<file path="src/rtl/mvpt_pkg.sv">
`timescale 1ns / 1ps

package mvpt_pkg;

   localparam int unsigned TBL_ENTRIES = 256;
   localparam int unsigned IDX_W       = $clog2(TBL_ENTRIES);
   localparam int unsigned FILL_W      = IDX_W + 1;
   localparam int unsigned USED_OUT_W  = 9;
   localparam int unsigned VAL_W       = 64;
   localparam int unsigned CNT_W       = 32;
   localparam int unsigned TYPE_W      = 2;

   localparam logic [CNT_W-1:0]  CNT_MAX = 32'hFFFF_FFFF;
   localparam logic [VAL_W-1:0]  LOW32   = 64'h0000_0000_FFFF_FFFF;

   localparam logic [TYPE_W-1:0] VT_INT32   = 2'd0;
   localparam logic [TYPE_W-1:0] VT_FLOAT32 = 2'd1;
   localparam logic [TYPE_W-1:0] VT_FLOAT64 = 2'd2;

   typedef enum logic [1:0] {
      ST_IDLE,
      ST_SCAN,
      ST_FINISH
   } seq_state_type;

   function automatic logic [CNT_W-1:0] sat_inc(input logic [CNT_W-1:0] v);
      sat_inc = (v == CNT_MAX) ? v : v + 1'b1;
   endfunction

   function automatic logic is_nan(input logic [TYPE_W-1:0] vt, input logic [VAL_W-1:0] v);
      logic r;
      r = 1'b0;
      if (vt == VT_FLOAT32) begin
         r = (v[30:23] == 8'hFF) && (v[22:0] != '0);
      end else if (vt == VT_FLOAT64) begin
         r = (v[62:52] == 11'h7FF) && (v[51:0] != '0);
      end
      is_nan = r;
   endfunction

endpackage

</file>
<file path="src/rtl/mvpt_key_match.sv">
`timescale 1ns / 1ps

module mvpt_key_match (
   input  logic [mvpt_pkg::TYPE_W-1:0] value_type,
   input  logic [mvpt_pkg::VAL_W-1:0]  stored_key,
   input  logic [mvpt_pkg::VAL_W-1:0]  probe_key,
   output logic                        match
);
   import mvpt_pkg::*;

   logic any_nan;
   logic both_zero;

   always_comb begin
      any_nan   = is_nan(value_type, stored_key) || is_nan(value_type, probe_key);
      // +0 and -0 compare equal for doubles
      both_zero = (value_type == VT_FLOAT64) && (stored_key[VAL_W-2:0] == '0)
                  && (probe_key[VAL_W-2:0] == '0);
      match     = !any_nan && (both_zero || (stored_key == probe_key));
   end

endmodule

</file>
<file path="config.mk">
export PLATFORM = sky130hd
export DESIGN_NAME = mvpt_key_match
export DESIGN_NICKNAME = d
export VERILOG_FILES = /design/src/rtl/mvpt_pkg.sv /design/src/rtl/mvpt_key_match.sv
export SDC_FILE = /design/constraint.sdc
export NUM_CORES = 1
export LEC_CHECK = 0
export ABC_AREA = 1
export BUFFER_PORTS_ARGS = -buffer_cell sky130_fd_sc_hd__buf_2
export CAP_MARGIN = 20
export CORE_AREA = 2 2 73 75
export DETAILED_ROUTE_END_ITERATION = 16
export DIE_AREA = 0 0 75 77
export PLACE_DENSITY = 0.8
export SLEW_MARGIN = 25
export SYNTH_ARGS = -nofsm -noshare
export SYNTH_HDL_FRONTEND = slang
export SYNTH_SLANG_ARGS = --single-unit
</file>
<file path="constraint.sdc">
create_clock -name vclk -period 1
set_input_delay 0.2 -clock vclk [all_inputs]
set_output_delay 0.2 -clock vclk [all_outputs]
set_load 0.01 [all_outputs]
</file>
Word-level counts from Yosys, hierarchy flattened. Cells that the tools add are included.

Register bits after elaboration: 0. Bits in latches: 0. RAM bits: 0. Memory bits (read-only): 0. Output and inout port bits: 1. Logic and storage cells: 27. Memories kept: 0.

Add/sub/neg operators: 0. Multiply operators: 0. Div/mod/pow operators: 0. Order comparisons: 0. Equality and inequality tests: 7. Shift operators: 0. Mux-type cells: 4. Bitwise operators: 0. Reductions and logical operators: 16.

Operators by type and width (count): $logic_not A63 Y1 (2); $reduce_bool A52 Y1 (2); $eq A64 B64 Y1 (1); $reduce_bool A23 Y1 (2); $eq A11 B11 Y1 const B (2); $eq A8 B8 Y1 const B (2); $logic_and A1 B1 Y1 (7); $mux W1 (4); $eq A2 B1 Y1 const B (1); $eq A2 B2 Y1 const B (1); $logic_or A1 B1 Y1 (2); $logic_not A1 Y1 (1).

Longest topological paths before layout.
Word-level depth: 7. Mapped depth: 10. Mapped depth without buffers: 10.

Least setup slack after synthesis. Ideal clock, no wire load.

Kind: in2out. Start: input stored_key[7] (netlist name). End: output match. Arrival: 0.927 ns. Data required time: 0.800 ns. Setup slack: -0.127 ns. Stages on the path: 9. Path buffers: 0. Path through: nor2_1 nand2_1 nor2_2 nand2_1 nor2_1 nand2_1 nand2_1 nand3_1 a21oi_2.

Longest elaborated chain between the ends: 7.

Ends and longest elaborated chain: from (decl) (line mvpt_key_match.sv:5) `input logic [mvpt_pkg::VAL_W-1:0] stored_key,`; $reduce_bool A52 Y1 (line mvpt_pkg.sv:36) `r = (v[62:52] == 11'h7FF) && (v[51:0] != '0);`; $logic_and A1 B1 Y1 (line mvpt_pkg.sv:36); $mux W1 (line mvpt_pkg.sv:35) `end else if (vt == VT_FLOAT64) begin`; $mux W1 (line mvpt_pkg.sv:33) `if (vt == VT_FLOAT32) begin`; $logic_or A1 B1 Y1 (line mvpt_key_match.sv:15) `any_nan = is_nan(value_type, stored_key) || is_nan(value_type, probe_key);`; $logic_not A1 Y1 (line mvpt_key_match.sv:19) `match = !any_nan && (both_zero || (stored_key == probe_key));`; $logic_and A1 B1 Y1 * (line mvpt_key_match.sv:19); to (decl) (line mvpt_key_match.sv:7) `output logic match`.

Mark *: on every way between the ends. The rest lies on a longest branch, timed or not.

Worst setup path after layout.
Start: input stored_key[13] (netlist name). End: output match.

The elaborated chain is that of the path after synthesis.

==> results.py <==
metrics = {
    "placed_design": {
        "place_congestion": 0.883,
        "numPortBuffers": 131,
        "dpl.hpwl_mm": 5.47,
    },
    "route": {
        "viasPerCell": 4.33,
        "postRouteAntennaNets": 0,
        "vias": 2990,
        "route.detailed.drc": 0,
        "drt_pass1_iterations": 4,
        "finalWirelength_mm": 6.00,
        "detailedRoute.firstIterationViolations": 58,
        "routedWlPerCell_um": 8.70,
    },
    "sta": {
        "period_share_pct": 147,
        "slew_at_the_pin_closest_to_its_max_slew_limit_ns": 0.230,
        "tns_ns": -0.468,
        "report.final.hold_viol_count": 0,
        "final.min_clock_period_ns": 1.47,
        "final-setup-viol-count": 1,
        "timing.final.ws_setup_ns": -0.468,
        "slew_viol_final": 0,
        "slew_headroom_pct": 84.6,
        "max_freq_ghz": 0.681,
        "smallest_hold_slack_ns": 0.937,
        "setup_repair_after_global_routing_missed_its_margin": "true",
    },
    "synthesis": {
        "synthDistinctLibCells": 11,
        "syn_area_mm2": 0.00193,
        "synth_top_cell_area_share_pct": 39.5,
        "yosysTopAreaCell": "nand2_1",
        "yosysWarnings": 0,
        "synthesized_area_divided_by_synthesized_cell_count_um2": 4.00,
        "yosys-top-cells-area": "nand2_1 (40%), nor2_1 (25%), inv_1 (20%)",
        "post_synth_inst_count": 482,
        "ys_seq_area_share_pct": 0,
        "syn-num-nets": 612,
    },
    "power": {
        "power.share.sequential_pct": 0,
        "total_switching_power_uw": 485,
        "maximum_vdd_ir_drop_mv": 0.125,
        "leakage_nw": 1.88,
        "portion_of_total_power_attributed_to_the_clock_network_pct": 0,
        "power_per_cell_area_mw_per_mm2": 318,
        "share_of_total_power_in_combinational_logic_pct": 100.0,
        "p_sw_share_pct": 54.3,
        "internal_power_uw": 408,
    },
    "worst_setup_path": {
        "timing.critical_path.arrival_ns": 1.27,
        "critical_path.n_buffers_inverters": 2,
        "endpoint_kind": "output port",
        "crit_path_frequent_cell": "nand2_1",
        "critPathMaxFanout": 3,
        "cpMaxStageDelayCell": "nor2_4",
        "timing.critical_path.depth": 11,
        "kind_of_start_point_of_the_critical_path": "primary input",
        "setup.worst_path.end": "match",
        "cp_top_family": "simple AND/OR/NAND/NOR gates",
        "worstSetupPathType": "in2out",
        "timing.critical_path.cells": "buf_2 -> nor2_4 -> nand2_1 -> nor2_4 -> nand2_1 -> nor2_1 -> nand2_1 -> nand2_1 -> nand3_1 -> a21oi_2 -> buf_2",
        "critical-path-max-stage-delay_ns": 0.16,
        "startpoint": "stored_key[13]",
        "worst-endpoint-required_ns": 0.80,
    },
    "global_route": {
        "wire_length_of_the_first_global_routing_pass_mm": 9.59,
        "overflow": 0,
        "grt_antenna_before_repair": 0,
        "grt_start_max_net_pins": 5,
        "grt.total_usage_pct": 19.4,
        "first_global_vias": 2620,
    },
    "cells_and_area": {
        "nNetsFinal": 752,
        "mostFrequentLayoutCell": "nand2_1",
        "layout.sequential_cells": 0,
        "ff_latch_area_um2": 0,
        "finalCoreUtilization_pct": 56.3,
        "final_layout_size_suffix_gt1_share_pct": 25.8,
        "antennaDiodeCount": 0,
        "synthToLayoutAreaGrowth_pct": 45.5,
        "clock_buffer_count": 0,
        "fillers": 557,
        "final_cell_mix": "nand2_1 (203), buf_2 (128), nor2_1 (113)",
    },
    "worst_hold_path": {
        "hold_class": "in2out",
    },
    "die": {
        "die-width_um": 75,
        "start_util_pct": 38.7,
        "die_height_um": 77,
        "top_level_i_o_count": 131,
        "die_footprint_mm2": 0.00578,
        "core_mm2": 0.00498,
        "rows": 26,
    },
    "run_status": {
        "failing_checks": "negative setup slack",
        "run_status": "finished, violations left",
    },
    "clock_network": {
        "cts.hold.buffers_added": 0,
        "cts.repair_timing.setup_buffer_count": 0,
    },
    "job": {
        "max-cap-violations": 0,
    },
}
==> cells by family (layout without fill, tap and decap cells) <==
| family | count (synthesis) | count (layout) | synth area share (%) |
|---|---|---|---|
| compound gates | 1 | 1 | 0.455 |
| xor+xnor | 10 | 10 | 4.55 |
| buf+inv | 106 | 244 | 20.6 |
| simple gates | 365 | 365 | 74.4 |
==> power groups by stage <==
stage	clock network [mW]	logic, mW	registers [mW]
after floorplan	0	0.411	0
after global placement	0	0.849	0
after detailed placement	0	0.874	0
after CTS	0	0.888	0
after global routing	0	1.03	0
final	0	0.892	0
==> metrics by stage <==
stage	total power [mW]	instances	area, um2	worst slack, ns
floorplan	0.411	482	1960	-0.113
global placement	0.849	690	2750	-0.486
detailed placement	0.874	690	2750	-0.488
CTS	0.888	690	2780	-0.473
global route	1.03	690	2800	-0.585
finish	0.892	690	2800	-0.468
==> routing by layer <==
metal | up-vias | wire length, um | track usage, %
met4 | 0 | 97 | 2.32
met5 | - | 0 | 0
met3 | 10 | 379 | 0.657
met1 | 1209 | 2580 | 23.5
li1 | 1667 | - | -
met2 | 104 | 2950 | 37.5
==> how the worst min path moves through the flow <==
stage,start,end,cells after the start
finish,stored_key[54],match,7
detailed placement,stored_key[54],match,7
global placement,stored_key[54],match,7
CTS,stored_key[54],match,7
global route,stored_key[54],match,7
floorplan,probe_key[61],match,5
==> cell usage after synthesis (all sizes together) <==
library cell  number
a21oi              1
nor3b              1
nand4             11
inv              106
nand2            203
nor2             131
nand3             15
nor3               4
xor2              10
==> what timing repair did <==
action,CTS,global route
pin swaps,10,1
endpoints found under the setup margin,1,1
gates resized for setup,8,7
==> cell type report <==
cell class	instances	area (um2)	share of cell area (%)
timing repair buffer	138	727	25.9
tap	70	87.6	3.12
multi-input combinational	376	1590	56.8
inverter	106	398	14.2
Power figures use the tool's default switching activity.
